## config.mk

```make
export PLATFORM = sky130hd
export DESIGN_NAME = ckern_ctrl
export DESIGN_NICKNAME = d
export VERILOG_FILES = /design/src/rtl/ckern_pkg.sv /design/src/rtl/ckern_ctrl.sv
export SDC_FILE = /design/constraint.sdc
export NUM_CORES = 1
export LEC_CHECK = 0
export CAP_MARGIN = 20
export CORE_MARGIN = 5
export CORE_UTILIZATION = 30
export DETAILED_ROUTE_END_ITERATION = 10
export DONT_BUFFER_PORTS = 1
export PLACE_DENSITY = 0.53
export RECOVER_POWER = 100
export SYNTH_ARGS = -nofsm -noshare
export SYNTH_HDL_FRONTEND = slang
export SYNTH_SLANG_ARGS = --single-unit
export TNS_END_PERCENT = 5
```

## constraint.sdc

```tcl
create_clock -name clk -period 1.4 [get_ports clk]
set_input_delay 0.07 -clock clk [delete_from_list [all_inputs] [get_ports clk]]
set_output_delay 0.07 -clock clk [all_outputs]
set_load 0.02 [all_outputs]
```

## src/rtl/ckern_pkg.sv

```systemverilog
package ckern_pkg;

  localparam int CoordW = 16;
  localparam int CfgW   = 32;
  localparam int IdxW   = 3;
  localparam int EnW    = 4;
  localparam int DistW  = 42;
  localparam int DotW   = 38;
  localparam int OutW   = 48;
  localparam int TotW   = OutW + 1;
  localparam int ProdW  = 64;
  localparam int WideW  = DistW + CfgW;
  localparam int HalfW  = DistW / 2;
  localparam int FracW  = 31;
  localparam int SumW   = 34;
  localparam int TermW  = 4;
  localparam int KW     = 5;

  localparam logic [IdxW-1:0] REG_ENABLE = 3'd0;
  localparam logic [IdxW-1:0] REG_RBF    = 3'd1;
  localparam logic [IdxW-1:0] REG_WIDTH  = 3'd2;
  localparam logic [IdxW-1:0] REG_LIN    = 3'd3;
  localparam logic [IdxW-1:0] REG_BIAS   = 3'd4;
  localparam logic [IdxW-1:0] REG_WHITE  = 3'd5;

  localparam logic [EnW-1:0]  ENABLE_RST = 4'hf;
  localparam logic [CfgW-1:0] RBF_RST    = 32'd65536;
  localparam logic [CfgW-1:0] WIDTH_RST  = 32'd65536;
  localparam logic [CfgW-1:0] LIN_RST    = 32'd65536;
  localparam logic [CfgW-1:0] BIAS_RST   = 32'd8869;
  localparam logic [CfgW-1:0] WHITE_RST  = 32'd8869;

  // exp(-1) in q.30, as the truncated 13-term series gives it
  localparam logic [FracW-1:0] ONE_Q30  = 31'h4000_0000;
  localparam logic [FracW-1:0] EXP_ONE  = 31'd395007543;
  localparam logic [KW-1:0]    EXP_KMAX = 5'd22;
  localparam logic [TermW-1:0] EXP_TERMS = 4'd13;

  typedef enum logic [4:0] {
    DP_NOP, DP_X_LO, DP_X_HI, DP_X_FIN, DP_T_MUL, DP_T_REC, DP_T_DIV, DP_T_ACC,
    DP_S_DONE, DP_K_MUL, DP_K_SHIFT, DP_R_MUL, DP_R_ADD, DP_L_LO, DP_L_HI,
    DP_L_ADD, DP_FIN, DP_LOAD
  } dp_op_t;

  typedef struct packed {
    dp_op_t           op;
    logic             acc_en;
    logic [TermW-1:0] term_n;
  } dp_cmd_t;

  typedef struct packed {
    logic          exp_zero;
    logic [KW-1:0] exp_k;
    logic          out_full;
  } dp_sts_t;

  typedef struct packed {
    logic [EnW-1:0]  enable;
    logic [CfgW-1:0] rbf_var;
    logic [CfgW-1:0] inv_width;
    logic [CfgW-1:0] lin_var;
    logic [CfgW-1:0] bias_var;
    logic [CfgW-1:0] white_var;
  } cfg_t;

  // floor(2^32 / n), the n = 1 entry capped to 32 bits
  function automatic logic [CfgW-1:0] recip(input logic [TermW-1:0] n);
    logic [CfgW-1:0] r;
    case (n)
      4'd1:    r = 32'd4294967295;
      4'd2:    r = 32'd2147483648;
      4'd3:    r = 32'd1431655765;
      4'd4:    r = 32'd1073741824;
      4'd5:    r = 32'd858993459;
      4'd6:    r = 32'd715827882;
      4'd7:    r = 32'd613566756;
      4'd8:    r = 32'd536870912;
      4'd9:    r = 32'd477218588;
      4'd10:   r = 32'd429496729;
      4'd11:   r = 32'd390451572;
      4'd12:   r = 32'd357913941;
      4'd13:   r = 32'd330382099;
      default: r = '0;
    endcase
    return r;
  endfunction

endpackage

```

## src/rtl/ckern_ctrl.sv

```systemverilog
module ckern_ctrl (
  input  logic                        clk,
  input  logic                        rst,
  input  logic                        item_valid,
  input  logic                        last_coord,
  input  logic [ckern_pkg::EnW-1:0]   enable,
  input  ckern_pkg::dp_sts_t          sts,
  output logic                        item_ready,
  output ckern_pkg::dp_cmd_t          cmd
);
  import ckern_pkg::*;

  typedef enum logic [4:0] {
    S_IDLE, S_X_LO, S_X_HI, S_X_FIN, S_X_CHK, S_T_MUL, S_T_REC, S_T_DIV, S_T_ACC,
    S_S_DONE, S_K_MUL, S_K_SHIFT, S_R_MUL, S_R_ADD, S_L_LO, S_L_HI, S_L_ADD,
    S_FIN, S_DONE
  } state_t;

  state_t           state;
  state_t           after_rbf;
  logic [TermW-1:0] n;
  logic [KW-1:0]    kc;

  assign item_ready = (state == S_IDLE);
  assign after_rbf  = enable[1] ? S_L_LO : S_FIN;

  always_ff @(posedge clk) begin
    if (rst) begin
      state <= S_IDLE;
      n     <= 4'd1;
      kc    <= '0;
    end else begin
      unique case (state)
        S_IDLE: begin
          if (item_valid && last_coord) begin
            state <= enable[0] ? S_X_LO : after_rbf;
          end
        end
        S_X_LO:  state <= S_X_HI;
        S_X_HI:  state <= S_X_FIN;
        S_X_FIN: state <= S_X_CHK;
        S_X_CHK: begin
          n     <= 4'd1;
          state <= sts.exp_zero ? after_rbf : S_T_MUL;
        end
        S_T_MUL: state <= S_T_REC;
        S_T_REC: state <= S_T_DIV;
        S_T_DIV: state <= S_T_ACC;
        S_T_ACC: begin
          if (n == EXP_TERMS) begin
            state <= S_S_DONE;
          end else begin
            n     <= n + 1'b1;
            state <= S_T_MUL;
          end
        end
        S_S_DONE: begin
          kc    <= sts.exp_k;
          state <= (sts.exp_k == '0) ? S_R_MUL : S_K_MUL;
        end
        S_K_MUL: state <= S_K_SHIFT;
        S_K_SHIFT: begin
          kc    <= kc - 1'b1;
          state <= (kc == KW'(1)) ? S_R_MUL : S_K_MUL;
        end
        S_R_MUL: state <= S_R_ADD;
        S_R_ADD: state <= after_rbf;
        S_L_LO:  state <= S_L_HI;
        S_L_HI:  state <= S_L_ADD;
        S_L_ADD: state <= S_FIN;
        S_FIN:   state <= S_DONE;
        S_DONE: begin
          if (!sts.out_full) begin
            state <= S_IDLE;
          end
        end
        default: state <= S_IDLE;
      endcase
    end
  end

  always_comb begin
    cmd.acc_en = item_valid && item_ready;
    cmd.term_n = n;
    unique case (state)
      S_X_LO:    cmd.op = DP_X_LO;
      S_X_HI:    cmd.op = DP_X_HI;
      S_X_FIN:   cmd.op = DP_X_FIN;
      S_T_MUL:   cmd.op = DP_T_MUL;
      S_T_REC:   cmd.op = DP_T_REC;
      S_T_DIV:   cmd.op = DP_T_DIV;
      S_T_ACC:   cmd.op = DP_T_ACC;
      S_S_DONE:  cmd.op = DP_S_DONE;
      S_K_MUL:   cmd.op = DP_K_MUL;
      S_K_SHIFT: cmd.op = DP_K_SHIFT;
      S_R_MUL:   cmd.op = DP_R_MUL;
      S_R_ADD:   cmd.op = DP_R_ADD;
      S_L_LO:    cmd.op = DP_L_LO;
      S_L_HI:    cmd.op = DP_L_HI;
      S_L_ADD:   cmd.op = DP_L_ADD;
      S_FIN:     cmd.op = DP_FIN;
      S_DONE:    cmd.op = sts.out_full ? DP_NOP : DP_LOAD;
      default:   cmd.op = DP_NOP;
    endcase
  end

  a_series_end: assert property (@(posedge clk) disable iff (rst)
    (state == S_T_ACC && n == EXP_TERMS) |=> state == S_S_DONE)
    else $error("series did not finish after last term");

  a_k_count: assert property (@(posedge clk) disable iff (rst)
    (state == S_K_SHIFT) |-> kc != '0)
    else $error("exponent step with zero count");

  a_last_starts: assert property (@(posedge clk) disable iff (rst)
    (item_valid && item_ready && last_coord) |=> state != S_IDLE)
    else $error("final coordinate did not start evaluation");

endmodule

```

==> results.toml, run 1 <==
[floorplanning]
core_area_sq_mm = 0.00400
dieWidth_um = 74.5
io-pin-count = 26
dieArea_sq_mm = 0.00554
rows = 23
initial_utilization = 0.312
die_y_um = 74.5

[setup_path]
worstSetupPathType = "flip-flop to output pin"
slowest_delay_ps = 380
r2r_cells = 5
cp.required_ps = 1330
critPathTopFamily = "buffers and inverters"
path_max_fanout = 6
cp-endpoint = "cmd[9]"
critPathSlowestCell = "or3b_4"
cp.arrival_ps = 1520
crit_path_start_kind = "flip-flop"
worstSetupStartpoint = "state[2]"
reg2reg_setup_slack_ps = -140
r2r-end = "state[4]"
r2r_start = "state[0]"
cp_num_buf_inv = 3
crit_path_end_kind = "output pin"
crit_path_cell_trace = "buf_6, or3b_4, buf_4, a21oi_2, buf_6"
crit_top_cell = "buf_6"
cp.depth = 5

[placed_design]
io_buffers = 0
gp_congestion = 0.893
dp_hpwl_mm = 2.87

[clocking]
cts_sinks = 14
clock_path_buffers = 2
root_buffer = "clkbuf_8"
clk_pin_slew_worst_paths_ps = 70
worstSkewPairLatency_ps = 250
cts_made_buffers = 3
cts-htree-levels = 1
cts_tree = "built"

[timing]
hold_violations = 0
setup_viol = 17
fin_skew_ps = 5.98
rsz0062_at_grt = "yes"
slew-limit-headroom = 0.734
finalSetupTns_ps = -1200
worst_slew_pin_slew_ps = 395
fmax_ghz = 0.631
finalWorstSetupSlack_ps = -185
period_share = 1.13
period_needed_ps = 1590
drv_slew = 0

[yosys]
synth_nets = 185
netlist_instances = 166
async_flop_share = 0
syn_area_sq_mm = 0.00125
synth-edff-count = 0
ys_seq_area_frac = 0.225
ys_seq_elements = 14
synth_top_flop_cell = "dfxtp_1"
synth_area_per_cell_sq_um = 7.51
synth.distinct_cells = 53
yosysTopAreaCellShare = 0.225
yosysTopAreaCell = "dfxtp_1"
synth.area.top_cells = "dfxtp_1 (22%), nor2_1 (6.0%), a21oi_1 (5.2%), ha_1 (4.0%), nand2b_1 (3.5%)"
ys_warn_count = 0

[power]
seq_power_share = 0.156
p_total_mw = 3.82
p_leak_nw = 0.674
p_per_area_mw_per_mm2 = 2140
intPower_mw = 2.13
p_switching_mw = 1.69
p_sw_frac = 0.443
p_comb_frac = 0.737
power_frac_clock = 0.108
peakVddDrop_mv = 0.810

[global_route]
grt_pass1_vias = 1407
grt_pass1_wl_mm = 6.49
grtUsageTotal = 0.148
grt_antenna_before_repair = 0
grt_overflow = 0
grt_max_degree = 14

[cells_and_area]
mostFrequentLayoutCells = "buf_4 (34), nor2_1 (16), a21oi_1 (11), nand2_1 (9)"
final_layout_size_suffix_gt1_frac = 0.394
area.growth.synth_to_final_pct = 43.0
n_antenna_cell = 0
final_common_cell = "buf_4"
final_nets = 223

[drt]
routed_wl_mm = 3.93
drt_pass1_iterations = 4
wl_per_cell_um = 15.5
ant_nets = 0
drc = 0
vias = 1436
drt_iter0_markers = 83
vias_per_cell = 5.68

[job]
cap_violations = 0

[min_path]
hp-class = "input port to flip-flop"

[outcome]
violations = "setup timing"
status = "finished with violations"
[per-layer routing]
layer  part of all wire  GRT usage  vias to the layer above
li1                   -          -                      700
met1               0.40      0.170                      689
met2               0.52      0.266                       39
met3              0.060     0.0392                        8
met4              0.014     0.0474                        0
met5                  0          0                        -
[cells by family (layout without fill, tap and decap cells)]
family / after synthesis / after routing / share of synthesized area
mux: 3 / 3 / 0.0241
fa+ha+maj: 4 / 4 / 0.0402
flops: 14 / 14 / 0.225
simple gates: 72 / 72 / 0.325
buf+inv: 18 / 55 / 0.0763
xor+xnor: 1 / 1 / 0.00703
compound gates: 54 / 54 / 0.302
[how the worst min path moves through the flow]
stage,end,slack (ps),startpoint,depth (start not counted)
final,state[4],20,enable[1],2
after global routing,state[4],30,enable[1],2
after CTS,state[4],10,enable[1],2
after detailed placement,n[1],140,rst,1
after global placement,n[1],140,rst,1
after floorplan,state[4],270,enable[1],2
[area by class of cell]
cell class              instances  area [sq um]
flip-flops and latches         14           299
well taps                      50          62.6
fillers                       403          2220
inverters                       4          15.0
multi-input cells             134           975
repair buffers                 47           375
clock buffers                   4          55.1
[power by group through the flow]
stage,logic (mW),clock network (mW),registers [mW]
floorplan,1.44,0,0.542
global placement,2.27,0,0.591
detailed placement,2.29,0,0.596
CTS,2.51,0.420,0.610
global route,3.03,0.437,0.602
finish,2.82,0.411,0.595
[repair_timing]
item	4_1_cts	5_1_grt
pin swaps	6	1
resized for setup	20	17
setup endpoints to repair	19	19
hold buffers	1	0
hold endpoints to repair	7	0
buffers inserted	3	4
[state kept, by name, summed over array words and instances (netlist names)]
signal and cells:
state 5, kc 5, n 4
[cell usage after synthesis (3+ instances only)]
cell type / number
nor2_1: 20
dfxtp_1: 14
a21oi_1: 13
nand2_1: 9
buf_2: 7
nand2b_1: 7
o21ai_0: 6
nand3_1: 5
nor3_1: 5
a211oi_1: 4
ha_1: 4
inv_1: 4
a22oi_1: 3
a31oi_1: 3
buf_4: 3
mux2i_1: 3
nand3b_1: 3
or3_1: 3
or4_1: 3
[per-stage QoR]
step	util	instances	setup WS (ps)	hold slack, ps	area, sq um
2_1_floorplan	-	166	-45.8	268	1260
3_3_place_gp	0.386	241	-158	135	1550
3_5_place_dp	0.386	241	-147	142	1550
4_1_cts	0.424	249	-202	13.1	1700
5_1_grt	0.445	253	-209	33.0	1780
6_report	0.445	253	-185	20.8	1780
(Power assumes the default switching activity.)
==> run 2: changes to the inputs <==
- PLACE_DENSITY: 0.53 -> default
- PLACE_DENSITY_LB_ADDON: default -> 0.05
==> run 2 against run 1 <==
  * The run ends with hold timing, setup timing left
  * Setup slack worse by 47 ps
  * Final cell count fell by 1.6%
  * Clock-buffer cell count did not move
  * Sequential power grew 5.9%
  * Routed wire length hardly changed
  * First-iteration DRC count shrank 43%
  * Sequential share of layout area grew 0.84 points
  * Largest power group unchanged
  * Highest routed layer unchanged
==> results.toml, run 2 (synthesis results as in run 1) <==
[clocking]
worstSkewPairLatency_ps = 250
cts-htree-levels = 1
cts_tree = "built"
clock_path_buffers = 2
root_buffer = "clkbuf_8"
clk_pin_slew_worst_paths_ps = 70
cts_sinks = 14
cts_made_buffers = 3

[setup_path]
cp.depth = 4
path_max_fanout = 10
r2r_cells = 5
slowest_delay_ps = 440
worstSetupPathType = "flip-flop to output pin"
critPathTopFamily = "simple AND/OR/NAND/NOR gates"
crit_path_start_kind = "flip-flop"
cp_num_buf_inv = 0
reg2reg_setup_slack_ps = -110
cp.arrival_ps = 1560
cp.required_ps = 1330
crit_path_cell_trace = "or3b_4, a21oi_2, nor2_1, o22ai_2"
crit_path_end_kind = "output pin"
critPathSlowestCell = "dfxtp_2"

[cells_and_area]
n_antenna_cell = 0
final_layout_size_suffix_gt1_frac = 0.332
fill_cells = 413
final_common_cell = "buf_4"
mostFrequentLayoutCells = "buf_4 (34), nor2_1 (19), a21oi_1 (12), nand2_1 (9)"
ff_latch_area_sq_um = 299
largestRegisters = "kc x5, state x5, n x4"
multiInputGateArea_sq_um = 922
area.growth.synth_to_final_pct = 36.1
final_nets = 219
fin_cells = 249
finish.utilization = 0.424

[timing]
drv_slew = 0
slew-limit-headroom = 0.676
rsz0062_at_grt = "yes"
worst_slew_pin_slew_ps = 481
hold_violations = 1
setup_viol = 14
fmax_ghz = 0.613
period_needed_ps = 1630
worst_hold_slack_ps = -3.59
finalWorstSetupSlack_ps = -232
period_share = 1.17
fin_skew_ps = 6.23

[drt]
drt_iter0_markers = 47
ant_nets = 0
drt_pass1_iterations = 4
wl_per_cell_um = 15.8
vias = 1387
routed_wl_mm = 3.93
vias_per_cell = 5.57
drc = 0

[floorplanning]
rows = 23
core_area_sq_mm = 0.00400
initial_utilization = 0.312
die_y_um = 74.5
io-pin-count = 26
dieArea_sq_mm = 0.00554
dieWidth_um = 74.5

[global_route]
top_usage_layer = "met2"
use_met1 = 0.198
met3_usage = 0.0216
grt_pass1_vias = 1370
grt_overflow = 0
grt_max_degree = 17
grt_antenna_before_repair = 0
grtUsageTotal = 0.146
grt_pass1_wl_mm = 6.38
use_met2 = 0.247

[min_path]
min_path_cells = 2
hp-class = "input port to flip-flop"

[power]
p_leak_nw = 0.651
p_per_area_mw_per_mm2 = 2090
p_total_mw = 3.55
peakVddDrop_mv = 0.959

[placed_design]
io_buffers = 0
dp_hpwl_mm = 3.04
dp.cells = 243
gp_congestion = 0.839

[outcome]
status = "finished with violations"
violations = "hold timing, setup timing"

[job]
cap_violations = 0
## run 2: cell count changes in the layout (fill, tap and decap cells not counted), sizes merged
| cell | previous run | this run |
|---|---|---|
| buf | 41 | 38 |
| clkbuf | 9 | 8 |
## run 2: per-stage QoR
stage | setup slack [ps] | TNS (ps) | cell area (sq um)
floorplan | -45.8 | -97.4 | 1260
global placement | -157 | -1470 | 1570
detailed placement | -183 | -1730 | 1570
finish | -232 | -1280 | 1700
CTS | -266 | -1300 | 1710
global route | -278 | -2300 | 1700
## run 2: worst paths after layout
kind / start / to
min reg2reg: n[2] / n[2]
max reg2reg: state[3] / state[4]
max: state[4] / cmd[5]
min: rst / n[0]
## run 2: layout make-up
class | count | area share
clock buffers | 4 | 0.0324
inverters | 4 | 0.00885
multi-input cells | 134 | 0.544
flip-flops and latches | 14 | 0.176
well taps | 50 | 0.0369
repair buffers | 43 | 0.202
## run 2: timing repair
action | CTS | global route
pin swaps | 5 | 1
hold buffers | 1 | 0
endpoints found under the hold margin | 6 | 0
gates resized for setup | 20 | 1
cloned | 0 | 0
endpoints found under the setup margin | 21 | 16
buffers inserted | 1 | 0
## run 2: power breakdown
part           internal (mW)  switching, mW
Sequential             0.491          0.139
Clock                  0.249          0.155
Combinational           1.23           1.28
Total                   1.97           1.57
## run 2: routing by layer
metal	share of wire	vias up
met5	0	-
met4	0.0079	0
met3	0.039	4
met2	0.48	23
met1	0.47	671
li1	-	689
