==> src/rtl/ckern_pkg.sv <==
package ckern_pkg;

  localparam int CoordW = 16;
  localparam int CfgW   = 32;
  localparam int IdxW   = 3;
  localparam int EnW    = 4;
  localparam int DistW  = 42;
  localparam int DotW   = 38;
  localparam int OutW   = 48;
  localparam int TotW   = OutW + 1;
  localparam int ProdW  = 64;
  localparam int WideW  = DistW + CfgW;
  localparam int HalfW  = DistW / 2;
  localparam int FracW  = 31;
  localparam int SumW   = 34;
  localparam int TermW  = 4;
  localparam int KW     = 5;

  localparam logic [IdxW-1:0] REG_ENABLE = 3'd0;
  localparam logic [IdxW-1:0] REG_RBF    = 3'd1;
  localparam logic [IdxW-1:0] REG_WIDTH  = 3'd2;
  localparam logic [IdxW-1:0] REG_LIN    = 3'd3;
  localparam logic [IdxW-1:0] REG_BIAS   = 3'd4;
  localparam logic [IdxW-1:0] REG_WHITE  = 3'd5;

  localparam logic [EnW-1:0]  ENABLE_RST = 4'hf;
  localparam logic [CfgW-1:0] RBF_RST    = 32'd65536;
  localparam logic [CfgW-1:0] WIDTH_RST  = 32'd65536;
  localparam logic [CfgW-1:0] LIN_RST    = 32'd65536;
  localparam logic [CfgW-1:0] BIAS_RST   = 32'd8869;
  localparam logic [CfgW-1:0] WHITE_RST  = 32'd8869;

  // exp(-1) in q.30, as the truncated 13-term series gives it
  localparam logic [FracW-1:0] ONE_Q30  = 31'h4000_0000;
  localparam logic [FracW-1:0] EXP_ONE  = 31'd395007543;
  localparam logic [KW-1:0]    EXP_KMAX = 5'd22;
  localparam logic [TermW-1:0] EXP_TERMS = 4'd13;

  typedef enum logic [4:0] {
    DP_NOP, DP_X_LO, DP_X_HI, DP_X_FIN, DP_T_MUL, DP_T_REC, DP_T_DIV, DP_T_ACC,
    DP_S_DONE, DP_K_MUL, DP_K_SHIFT, DP_R_MUL, DP_R_ADD, DP_L_LO, DP_L_HI,
    DP_L_ADD, DP_FIN, DP_LOAD
  } dp_op_t;

  typedef struct packed {
    dp_op_t           op;
    logic             acc_en;
    logic [TermW-1:0] term_n;
  } dp_cmd_t;

  typedef struct packed {
    logic          exp_zero;
    logic [KW-1:0] exp_k;
    logic          out_full;
  } dp_sts_t;

  typedef struct packed {
    logic [EnW-1:0]  enable;
    logic [CfgW-1:0] rbf_var;
    logic [CfgW-1:0] inv_width;
    logic [CfgW-1:0] lin_var;
    logic [CfgW-1:0] bias_var;
    logic [CfgW-1:0] white_var;
  } cfg_t;

  // floor(2^32 / n), the n = 1 entry capped to 32 bits
  function automatic logic [CfgW-1:0] recip(input logic [TermW-1:0] n);
    logic [CfgW-1:0] r;
    case (n)
      4'd1:    r = 32'd4294967295;
      4'd2:    r = 32'd2147483648;
      4'd3:    r = 32'd1431655765;
      4'd4:    r = 32'd1073741824;
      4'd5:    r = 32'd858993459;
      4'd6:    r = 32'd715827882;
      4'd7:    r = 32'd613566756;
      4'd8:    r = 32'd536870912;
      4'd9:    r = 32'd477218588;
      4'd10:   r = 32'd429496729;
      4'd11:   r = 32'd390451572;
      4'd12:   r = 32'd357913941;
      4'd13:   r = 32'd330382099;
      default: r = '0;
    endcase
    return r;
  endfunction

endpackage

==> src/rtl/ckern_regs.sv <==
module ckern_regs (
  input  logic                          clk,
  input  logic                          rst,
  input  logic                          cfg_valid,
  output logic                          cfg_ready,
  input  logic [ckern_pkg::IdxW-1:0]    cfg_index,
  input  logic [ckern_pkg::CfgW-1:0]    cfg_data,
  output ckern_pkg::cfg_t               cfg
);
  import ckern_pkg::*;

  assign cfg_ready = 1'b1;

  always_ff @(posedge clk) begin
    if (rst) begin
      cfg.enable    <= ENABLE_RST;
      cfg.rbf_var   <= RBF_RST;
      cfg.inv_width <= WIDTH_RST;
      cfg.lin_var   <= LIN_RST;
      cfg.bias_var  <= BIAS_RST;
      cfg.white_var <= WHITE_RST;
    end else if (cfg_valid && cfg_ready) begin
      unique case (cfg_index)
        REG_ENABLE: cfg.enable    <= cfg_data[EnW-1:0];
        REG_RBF:    cfg.rbf_var   <= cfg_data;
        REG_WIDTH:  cfg.inv_width <= cfg_data;
        REG_LIN:    cfg.lin_var   <= cfg_data;
        REG_BIAS:   cfg.bias_var  <= cfg_data;
        REG_WHITE:  cfg.white_var <= cfg_data;
        default: ;
      endcase
    end
  end

endmodule

==> config.mk <==
export PLATFORM = sky130hd
export DESIGN_NAME = ckern_regs
export DESIGN_NICKNAME = d
export VERILOG_FILES = /design/src/rtl/ckern_pkg.sv /design/src/rtl/ckern_regs.sv
export SDC_FILE = /design/constraint.sdc
export NUM_CORES = 1
export LEC_CHECK = 0
export BUFFER_PORTS_ARGS = -buffer_cell sky130_fd_sc_hd__buf_2
export CORE_MARGIN = 8
export CORE_UTILIZATION = 48
export CTS_BUF_LIST = sky130_fd_sc_hd__clkbuf_8
export CTS_CLUSTER_SIZE = 12
export DETAILED_ROUTE_END_ITERATION = 10
export PLACE_DENSITY = 0.79
export SETUP_SLACK_MARGIN = 0.02
export SYNTH_ARGS = -nofsm -noshare
export SYNTH_HDL_FRONTEND = slang
export SYNTH_SLANG_ARGS = --single-unit
==> constraint.sdc <==
create_clock -name clk -period 1 [get_ports clk]
set_input_delay 0.15 -clock clk [delete_from_list [all_inputs] [get_ports clk]]
set_output_delay 0.15 -clock clk [all_outputs]
set_load 0.01 [all_outputs]
==> flow_summary_export.csv, run 1 <==
group,metric,value,unit
status,status,"finished with violations",
status,violations,"negative setup slack",
synth,netlist_area,6590,um2
power,vdd_drop_max,0.907,mV
placement,dpl_worst_slack,-0.223,ns
placement,dpl.hpwl,12400,um
critical_path,cp-end-kind,"primary output",
timing,min_period_over_period,108,%
run,cap_violations,0,
clock_tree,clock_latency,0.44,ns
hold_path,min_path_type,"primary input to flip-flop",
floorplanning,ios,203,
clock_tree,cts-root-buf,"clkbuf_8",
global_routing,globalRouteOverflowTotal,0,
synth,synth_cells,589,
global_routing,antenna_found_initial,1,
floorplanning,start_util,48.3,%
timing,fin_skew,0,ns
global_routing,groute.usage.overall,21.5,%
final_layout,nNetsFinal,891,
critical_path,startpoint_type,"flip-flop",
routing,drc,0,
global_routing,grt_pass1_vias,5513,
critical_path,worstPathArrival,0.93,ns
timing,slew_viol_final,0,
timing,fin_hold_ws,0.0386,ns
floorplanning,num_rows,43,
clock_tree,clkTransAtPathRegs,0.09,ns
synth,yosysTopAreaCellShare,49.8,%
placement,dpl-instance-area,7920,um2
power,clkPwrFrac,39.0,%
critical_path,critPathTopFamily,"flip-flops",
synth,synthTopCellsByArea,"dfxtp_1 (50%), mux2i_1 (25%), nand2b_1 (17%)",
final_layout,regMostFlops,"cfg",
global_routing,grt_first_pass_wirelength,30300,um
final_layout,final_layout_size_suffix_gt1_share,55.8,%
timing,fmax,929,MHz
floorplanning,die_w,133,um
critical_path,slowest_delay,0.36,ns
final_layout,area_growth,52.6,%
routing,firstDrtPassIters,4,
clock_tree,h-tree-depth,4,
placement,dp.cells,953,
power,pwr-share-seq,50.8,%
power,intPower,10.3,mW
final_layout,top_regs,"cfg (164)",
final_layout,final_cell_area,10100,um2
power,power,13.4,mW
clock_tree,cts_tree,"done",
routing,wl_per_cell,19.3,um
critical_path,cp_slowest_cell,"dfxtp_2",
critical_path,criticalPathCategory,"flip-flop to primary output",
routing,routed_wl,20100,um
floorplanning,core_area,13700,um2
placement,place_congestion,0.782,
synth,ys_ff_latch,164,
routing,via_per_inst,4.99,
power,p_leak,4.89,nW
floorplanning,die_h,133,um
synth,ys_types,14,
timing,tns,-7.88,ns
final_layout,final_util,73.6,%
power,comb_power_share,10.1,%
power,p_sw_share,23.0,%
power,switching_power,3.08,mW
timing,rsz0062_at_grt,"true",
final_layout,layout_commonest_cell,"nand2b_1",
critical_path,crit_fanout,2,
final_layout,fill_cells,834,
placement,io_buffers,201,
clock_tree,cts_inserted_buffers,17,
clock_tree,cts_buffer_depth,2,
timing,finalSetupViolations,164,
timing,finalHoldViolCount,0,
critical_path,worstPathRequired,0.85,ns
synth,syn-mean-instance-area,11.2,um2
critical_path,crit_path_cell_trace,"buf_6",
final_layout,largest_reg_flops,164,
global_routing,grt_max_degree,67,
synth,synth_seq_area_share,49.8,%
timing,fin_crit,1.08,ns
power,p_per_area,1330,nW/um2
synth,yosysTopAreaCell,"dfxtp_1",
timing,setup_ws,-0.0770,ns
final_layout,final_cell_mix,"nand2b_1 (177), mux2i_1 (164), dfxtp_2 (164), buf_6 (164), buf_4 (69)",
floorplanning,die_area,17700,um2
routing,vias,5214,
synth,synth-warning-count,0,
routing,ant_nets,0,
final_layout,fin_cells,1045,
clock_tree,clock_sinks,164,
synth,syn_nets,627,
routing,drt_iter0_markers,177,
critical_path,path_buf_inv,1,
==> cell usage after synthesis <==
| cell type | number |
|---|---|
| buf_4 | 8 |
| nand4b_4 | 2 |
| dfxtp_1 | 164 |
| nor2_1 | 28 |
| buf_6 | 8 |
| and4bb_1 | 3 |
| mux2i_1 | 164 |
| conb_1 | 1 |
| nor4b_4 | 1 |
| buf_2 | 12 |
| clkbuf_1 | 16 |
| nand4bb_1 | 3 |
| buf_12 | 2 |
| nand2b_1 | 177 |
==> cells by family after synthesis <==
logic type	count (synthesis)	synth area share, %
multiplexers	164	24.9
flip-flops	164	49.8
other	1	0.0569
AND/OR/NAND/NOR	214	20.6
buffers and inverters	46	4.71
==> layer usage <==
metal	vias to the layer above	GRT usage, %	part of all wire [%]
li1	2462	-	-
met1	2515	20.8	36
met2	190	39.1	52
met3	47	8.89	8.4
met4	0	9.98	2.9
met5	-	0	0
==> power groups by stage <==
stage | registers, mW | logic (mW) | clock network [mW]
final | 6.82 | 1.36 | 5.24
after global routing | 6.83 | 1.44 | 5.60
after CTS | 6.81 | 1.29 | 5.30
after detailed placement | 6.90 | 1.08 | 0
after global placement | 6.90 | 1.05 | 0
after floorplan | 6.96 | 0.603 | 0
==> layout make-up <==
class | instances | area [um2] | area share (%)
Clock buffer | 20 | 275 | 2.74
Clock inverter | 10 | 156 | 1.55
Sequential cell | 164 | 3490 | 34.7
Tap cell | 180 | 225 | 2.24
Multi-Input combinational cell | 379 | 3010 | 29.9
Antenna cell | 1 | 2.50 | 0.0249
Timing Repair Buffer | 291 | 2910 | 28.9
==> what timing repair did <==
item,in CTS,in global routing
pin swaps,0,0
endpoints found under the setup margin,164,164
hold buffers,8,0
hold endpoints to repair,16,0
gates cloned,0,0
gates resized for setup,332,0
setup buffers,19,34
==> final timing paths <==
kind / slack (ns) / cells after the start / start / to
min reg2reg: 0.48 / 2 / cfg[128]$_SDFFE_PP0P_ / cfg[128]$_SDFFE_PP0P_
min: 0.04 / 3 / cfg_data[2] / cfg[162]$_SDFFE_PP1P_
max: -0.08 / 1 / cfg[83]$_SDFFE_PP0P_ / cfg[83]
max reg2reg: 0.16 / 4 / cfg[50]$_SDFFE_PP0P_ / cfg[50]$_SDFFE_PP0P_
Power figures use the tool's default switching activity.
==> inputs of run 2 (changes only) <==
--- a/config.mk
+++ b/config.mk
@@ -7,11 +7,11 @@
 export LEC_CHECK = 0
 export BUFFER_PORTS_ARGS = -buffer_cell sky130_fd_sc_hd__buf_2
 export CORE_MARGIN = 8
-export CORE_UTILIZATION = 48
+export CORE_UTILIZATION = 57
 export CTS_BUF_LIST = sky130_fd_sc_hd__clkbuf_8
 export CTS_CLUSTER_SIZE = 12
 export DETAILED_ROUTE_END_ITERATION = 10
-export PLACE_DENSITY = 0.79
+export PLACE_DENSITY = 0.88
 export SETUP_SLACK_MARGIN = 0.02
 export SYNTH_ARGS = -nofsm -noshare
 export SYNTH_HDL_FRONTEND = slang
==> constraint.sdc (replaced) <==
create_clock -name clk -period 1.24 [get_ports clk]
set_input_delay 0.186 -clock clk [delete_from_list [all_inputs] [get_ports clk]]
set_output_delay 0.186 -clock clk [all_outputs]
set_load 0.01 [all_outputs]
==> run 2 against run 1 <==
The run now ends clean; clock power shrank 27%; flip-flop and latch count is the same; via count shrank 8.2%; sequential power shrank 20%; clock skew is the same; largest power group unchanged.
==> flow_summary_export.csv, run 2 (synthesis results as in run 1) <==
group,metric,value,unit
status,status,"complete, no violations",
final_layout,fill_cells,825,
critical_path,r2r-end,"cfg[162]$_SDFFE_PP1P_",
final_layout,largest_reg_flops,164,
placement,dpl.hpwl,12200,um
routing,drt_iter0_markers,258,
final_layout,multi_input_area,3010,um2
clock_tree,h-tree-depth,4,
hold_path,min_to,"cfg[9]$_SDFFE_PP1P_",
power,vdd_drop_max,0.814,mV
power,power,10.1,mW
final_layout,nNetsFinal,822,
routing,topRoutingLayerUsed,"met4",
final_layout,regMostFlops,"cfg",
critical_path,cp-end-kind,"primary output",
clock_tree,post-cts-setup-buffers,0,
critical_path,cp_slowest_cell,"dfxtp_1",
global_routing,grt_first_pass_wirelength,25900,um
routing,via_per_inst,5.09,
critical_path,r2r-start,"cfg[162]$_SDFFE_PP1P_",
timing,tns,0,ns
global_routing,antenna_found_initial,1,
routing,vias,4785,
timing,min_period_over_period,92.9,%
routing,drc,0,
global_routing,grt_pass1_vias,5161,
routing,wl_met1,6720,um
clock_tree,cts_buffer_depth,2,
final_layout,final_layout_size_suffix_gt1_share,32.2,%
critical_path,critPathTopFamily,"flip-flops",
clock_tree,clkTransAtPathRegs,0.08,ns
global_routing,globalRouteOverflowTotal,0,
critical_path,slowest_delay,0.38,ns
routing,routed_wl,16600,um
routing,wl_per_cell,17.7,um
routing,wl_met2,8150,um
floorplanning,core_area,11400,um2
placement,place_congestion,0.818,
timing,slew_viol_final,0,
global_routing,groute.usage.overall,21.7,%
final_layout,top_regs,"cfg (164)",
critical_path,crit_path_cell_trace,"buf_2",
clock_tree,cts_tree,"done",
critical_path,r2r_cells,2,
final_layout,area_growth,24.2,%
floorplanning,start_util,58.0,%
timing,fin_crit,1.15,ns
final_layout,final_cell_mix,"buf_2 (200), nand2b_1 (177), mux2i_1 (164), dfxtp_1 (164), nor2_1 (28)",
floorplanning,die_h,124,um
clock_tree,clock_sinks,164,
floorplanning,ios,203,
timing,finalHoldViolCount,0,
power,p_per_area,1240,nW/um2
floorplanning,die_w,124,um
clock_tree,cts_hold_buffers,0,
clock_tree,cts_inserted_buffers,17,
critical_path,worstPathArrival,0.97,ns
routing,ant_nets,0,
timing,fin_skew,0,ns
routing,firstDrtPassIters,4,
timing,finalSetupViolations,0,
timing,rsz0062_at_grt,"false",
clock_tree,clock_latency,0.43,ns
floorplanning,num_rows,39,
final_layout,regArea,3280,um2
floorplanning,die_area,15300,um2
power,p_leak,4.29,nW
routing,wl_met3,1450,um
hold_path,min_path_type,"primary input to flip-flop",
placement,io_buffers,201,
clock_tree,cts-resized-gates,0,
critical_path,r2r_slack,0.57,ns
critical_path,startpoint_type,"flip-flop",
hold_path,hold_depth,3,
hold_path,min_from,"cfg_data[9]",
critical_path,worstPathRequired,1.05,ns
critical_path,criticalPathCategory,"flip-flop to primary output",
timing,fmax,868,MHz
clock_tree,cts-root-buf,"clkbuf_8",
critical_path,path_buf_inv,1,
global_routing,grt_max_degree,62,
run,cap_violations,0,
final_layout,layout_commonest_cell,"buf_2",
critical_path,crit_fanout,2,
-- run 2: changes by cell type in the layout (fill, tap and decap cells not counted), moves of 2 or more --
| cell | previous run | this run |
|---|---|---|
| buf_2 | 36 | 200 |
| dlygate4sd3_1 | 8 | 0 |
| buf_4 | 69 | 10 |
| inv_1 | 1 | 3 |
| clkinvlp_4 | 3 | 5 |
| buf_6 | 164 | 0 |
| clkinv_2 | 2 | 0 |
| dfxtp_2 | 164 | 0 |
| bufinv_16 | 4 | 2 |
| buf_12 | 14 | 12 |
| dfxtp_1 | 0 | 164 |
-- run 2: per-stage QoR --
| stage | hold WS (ns) | setup slack (ns) | std cells | utilization [%] | area (um2) |
|---|---|---|---|---|---|
| finish | 0.0298 | 0.0882 | 940 | 72.0 | 8190 |
| global route | 0.0251 | 0.0347 | 940 | 72.0 | 8190 |
| CTS | 0.0114 | 0.0743 | 939 | 72.0 | 8190 |
| detailed placement | 0.457 | 0.0112 | 908 | 68.5 | 7790 |
| global placement | 0.454 | 0.0777 | 908 | 68.5 | 7790 |
| floorplan | 0.353 | 0.153 | 589 | - | 6590 |
-- run 2: area by class of cell --
type	instances	area share, %
timing repair buffer	222	16.1
clock inverter	10	1.33
sequential	164	40.1
clock buffer	21	3.53
antenna	1	0.0306
multi-input combinational	379	36.8
tap	143	2.18
-- run 2: worst max-delay path by stage --
| stage | end | start | slack [ns] | cells after the start |
|---|---|---|---|---|
| global placement | cfg[138]$_SDFFE_PP0P_ | cfg_index[2] | 0.08 | 4 |
| global route | cfg[60] | cfg[60]$_SDFFE_PP0P_ | 0.03 | 1 |
| detailed placement | cfg[131]$_SDFFE_PP0P_ | cfg_index[2] | 0.01 | 4 |
| CTS | cfg[29] | cfg[29]$_SDFFE_PP0P_ | 0.07 | 1 |
| finish | cfg[162] | cfg[162]$_SDFFE_PP1P_ | 0.09 | 1 |
| floorplan | cfg[131]$_SDFFE_PP0P_ | cfg_index[1] | 0.15 | 5 |
-- run 2: report_power, final --
part / internal, mW / switching [mW] / leakage [nW]
combinational: 0.403 / 0.444 / 2.76
clock: 1.97 / 1.86 / 0.196
sequential: 5.38 / 0.0653 / 1.33
total: 7.75 / 2.37 / 4.29
-- run 2: per-layer routing --
metal  track usage (%)  up-vias
met5                 0        -
met3              8.49       24
li1                  -     2333
met2              36.8      150
met4              7.67        0
met1              24.5     2278
==> inputs of run 3 (changes only) <==
--- a/config.mk
+++ b/config.mk
@@ -7,11 +7,11 @@
 export LEC_CHECK = 0
 export BUFFER_PORTS_ARGS = -buffer_cell sky130_fd_sc_hd__buf_2
 export CORE_MARGIN = 8
-export CORE_UTILIZATION = 57
+export CORE_UTILIZATION = 40
 export CTS_BUF_LIST = sky130_fd_sc_hd__clkbuf_8
 export CTS_CLUSTER_SIZE = 12
 export DETAILED_ROUTE_END_ITERATION = 10
-export PLACE_DENSITY = 0.88
+export GPL_TIMING_DRIVEN = 0
 export SETUP_SLACK_MARGIN = 0.02
 export SYNTH_ARGS = -nofsm -noshare
 export SYNTH_HDL_FRONTEND = slang
==> run 3 against run 2 <==
Critical path type unchanged; maximum frequency is 0.99% lower; critical path depth unchanged; sequential power hardly changed; non-clock buffer count is 20 higher.
==> flow_summary_export.csv, run 3 (synthesis results as in run 1) <==
group,metric,value,unit
timing,fin_skew,0,ns
critical_path,cp-end-kind,"primary output",
placement,io_buffers,196,
floorplanning,die_h,144,um
routing,drc,0,
critical_path,path_buf_inv,1,
critical_path,worstPathArrival,0.98,ns
final_layout,final_util,50.9,%
status,status,"complete, no violations",
timing,finalHoldViolCount,0,
clock_tree,clkTransAtPathRegs,0.08,ns
routing,drt_iter0_markers,233,
critical_path,crit_fanout,2,
clock_tree,cts-resized-gates,0,
critical_path,slowest_delay,0.39,ns
final_layout,regMostFlops,"cfg",
global_routing,globalRouteOverflowTotal,0,
clock_tree,clock_sinks,164,
routing,vias,4887,
final_layout,layout_commonest_cell,"buf_2",
timing,fmax,860,MHz
floorplanning,core_area,16300,um2
timing,worst_slew_pin_slew,0.660,ns
routing,via_per_inst,4.72,
global_routing,groute.usage.overall,19.0,%
global_routing,antenna_found_initial,0,
final_layout,fill_cells,1586,
timing,slew_viol_final,0,
clock_tree,cts_inserted_buffers,17,
placement,place_congestion,0.785,
critical_path,startpoint_type,"flip-flop",
global_routing,grt_first_pass_wirelength,29800,um
final_layout,top_regs,"cfg (164)",
floorplanning,die_area,20800,um2
global_routing,grt_max_degree,17,
clock_tree,h-tree-depth,4,
critical_path,criticalPathCategory,"flip-flop to primary output",
floorplanning,num_rows,47,
critical_path,worstPathRequired,1.05,ns
routing,firstDrtPassIters,4,
critical_path,critPathTopFamily,"flip-flops",
final_layout,largest_reg_flops,164,
clock_tree,cts_tree,"done",
global_routing,grt_pass1_vias,5317,
final_layout,final_cell_mix,"buf_2 (208), nand2b_1 (177), mux2i_1 (164), dfxtp_1 (164), nor2_1 (28)",
placement,dpl.hpwl,14600,um
final_layout,area_growth,26.1,%
clock_tree,cts-root-buf,"clkbuf_8",
clock_tree,clock_latency,0.43,ns
final_layout,nNetsFinal,842,
final_layout,antenna_cells,0,
timing,rsz0062_at_grt,"false",
timing,fin_crit,1.16,ns
clock_tree,cts_hold_buffers,0,
power,p_per_area,1310,nW/um2
floorplanning,start_util,40.3,%
routing,wl_per_cell,18.9,um
power,vdd_drop_max,0.665,mV
run,cap_violations,0,
timing,slew_headroom,56.0,%
timing,finalSetupViolations,0,
critical_path,cp_slowest_cell,"dfxtp_1",
floorplanning,die_w,144,um
floorplanning,ios,203,
routing,ant_nets,0,
hold_path,min_path_type,"primary input to flip-flop",
routing,routed_wl,19600,um
timing,min_period_over_period,93.8,%
timing,fin_hold_ws,0.0415,ns
critical_path,crit_path_cell_trace,"buf_2",
final_layout,final_layout_size_suffix_gt1_share,31.4,%
power,p_leak,4.32,nW
clock_tree,post-cts-setup-buffers,0,
clock_tree,cts_buffer_depth,2,
==> run 3: cell types whose count changed in the layout (fill, tap and decap cells not counted), sizes merged <==
cell | before | now
inv | 3 | 4
diode | 1 | 0
clkbuf | 21 | 34
clkinvlp | 5 | 1
buf | 222 | 226
bufinv | 2 | 6
clkinv | 0 | 2
==> run 3: power breakdown <==
part           internal, mW  switching (mW)  total, mW
sequential             5.38          0.0660       5.45
combinational         0.388           0.487      0.874
clock                  2.62            1.92       4.53
==> run 3: path summary, 6_finish.rpt <==
path	start	to	slack (ns)	cells after the start
worst max-delay path	cfg[32]$_SDFFE_PP1P_	cfg[32]	0.08	1
worst min-delay path	cfg_data[9]	cfg[9]$_SDFFE_PP1P_	0.04	3
worst max register to register	cfg[161]$_SDFFE_PP1P_	cfg[161]$_SDFFE_PP1P_	0.60	2
worst min register to register	cfg[137]$_SDFFE_PP0P_	cfg[137]$_SDFFE_PP0P_	0.47	2
==> run 3: routing by layer <==
metal	wire length [um]	track usage, %
met2	9260	31.1
met3	1580	6.31
met5	0	0
met1	8450	22.7
met4	325	6.96
==> run 3: worst register-to-register path, stage by stage (launching register included) <==
cell and delay (ns):
dfxtp_1 0.32, nor2_1 0.12, mux2i_1 0.08
==> run 3: cell type report <==
class | count | area (um2) | share of cell area [%]
Sequential cell | 164 | 3280 | 39.5
Multi-Input combinational cell | 379 | 3000 | 36.1
Timing Repair Buffer | 196 | 981 | 11.8
Buffer | 46 | 310 | 3.73
Tap cell | 220 | 275 | 3.31
Clock buffer | 18 | 248 | 2.98
Clock inverter | 13 | 216 | 2.60
==> run 3: per-stage QoR <==
stage	total power, mW	cell area [um2]	worst slack, ns	cells	setup TNS (ns)
after floorplan	6.09	6590	0.153	589	0
after detailed placement	6.45	7850	-0.247	1005	-20.12
after global routing	11.3	8310	0.0353	1036	0
after global placement	6.43	7850	-0.197	1005	-15.19
final	10.9	8310	0.0767	1036	0
after CTS	10.9	8310	0.0581	1036	0
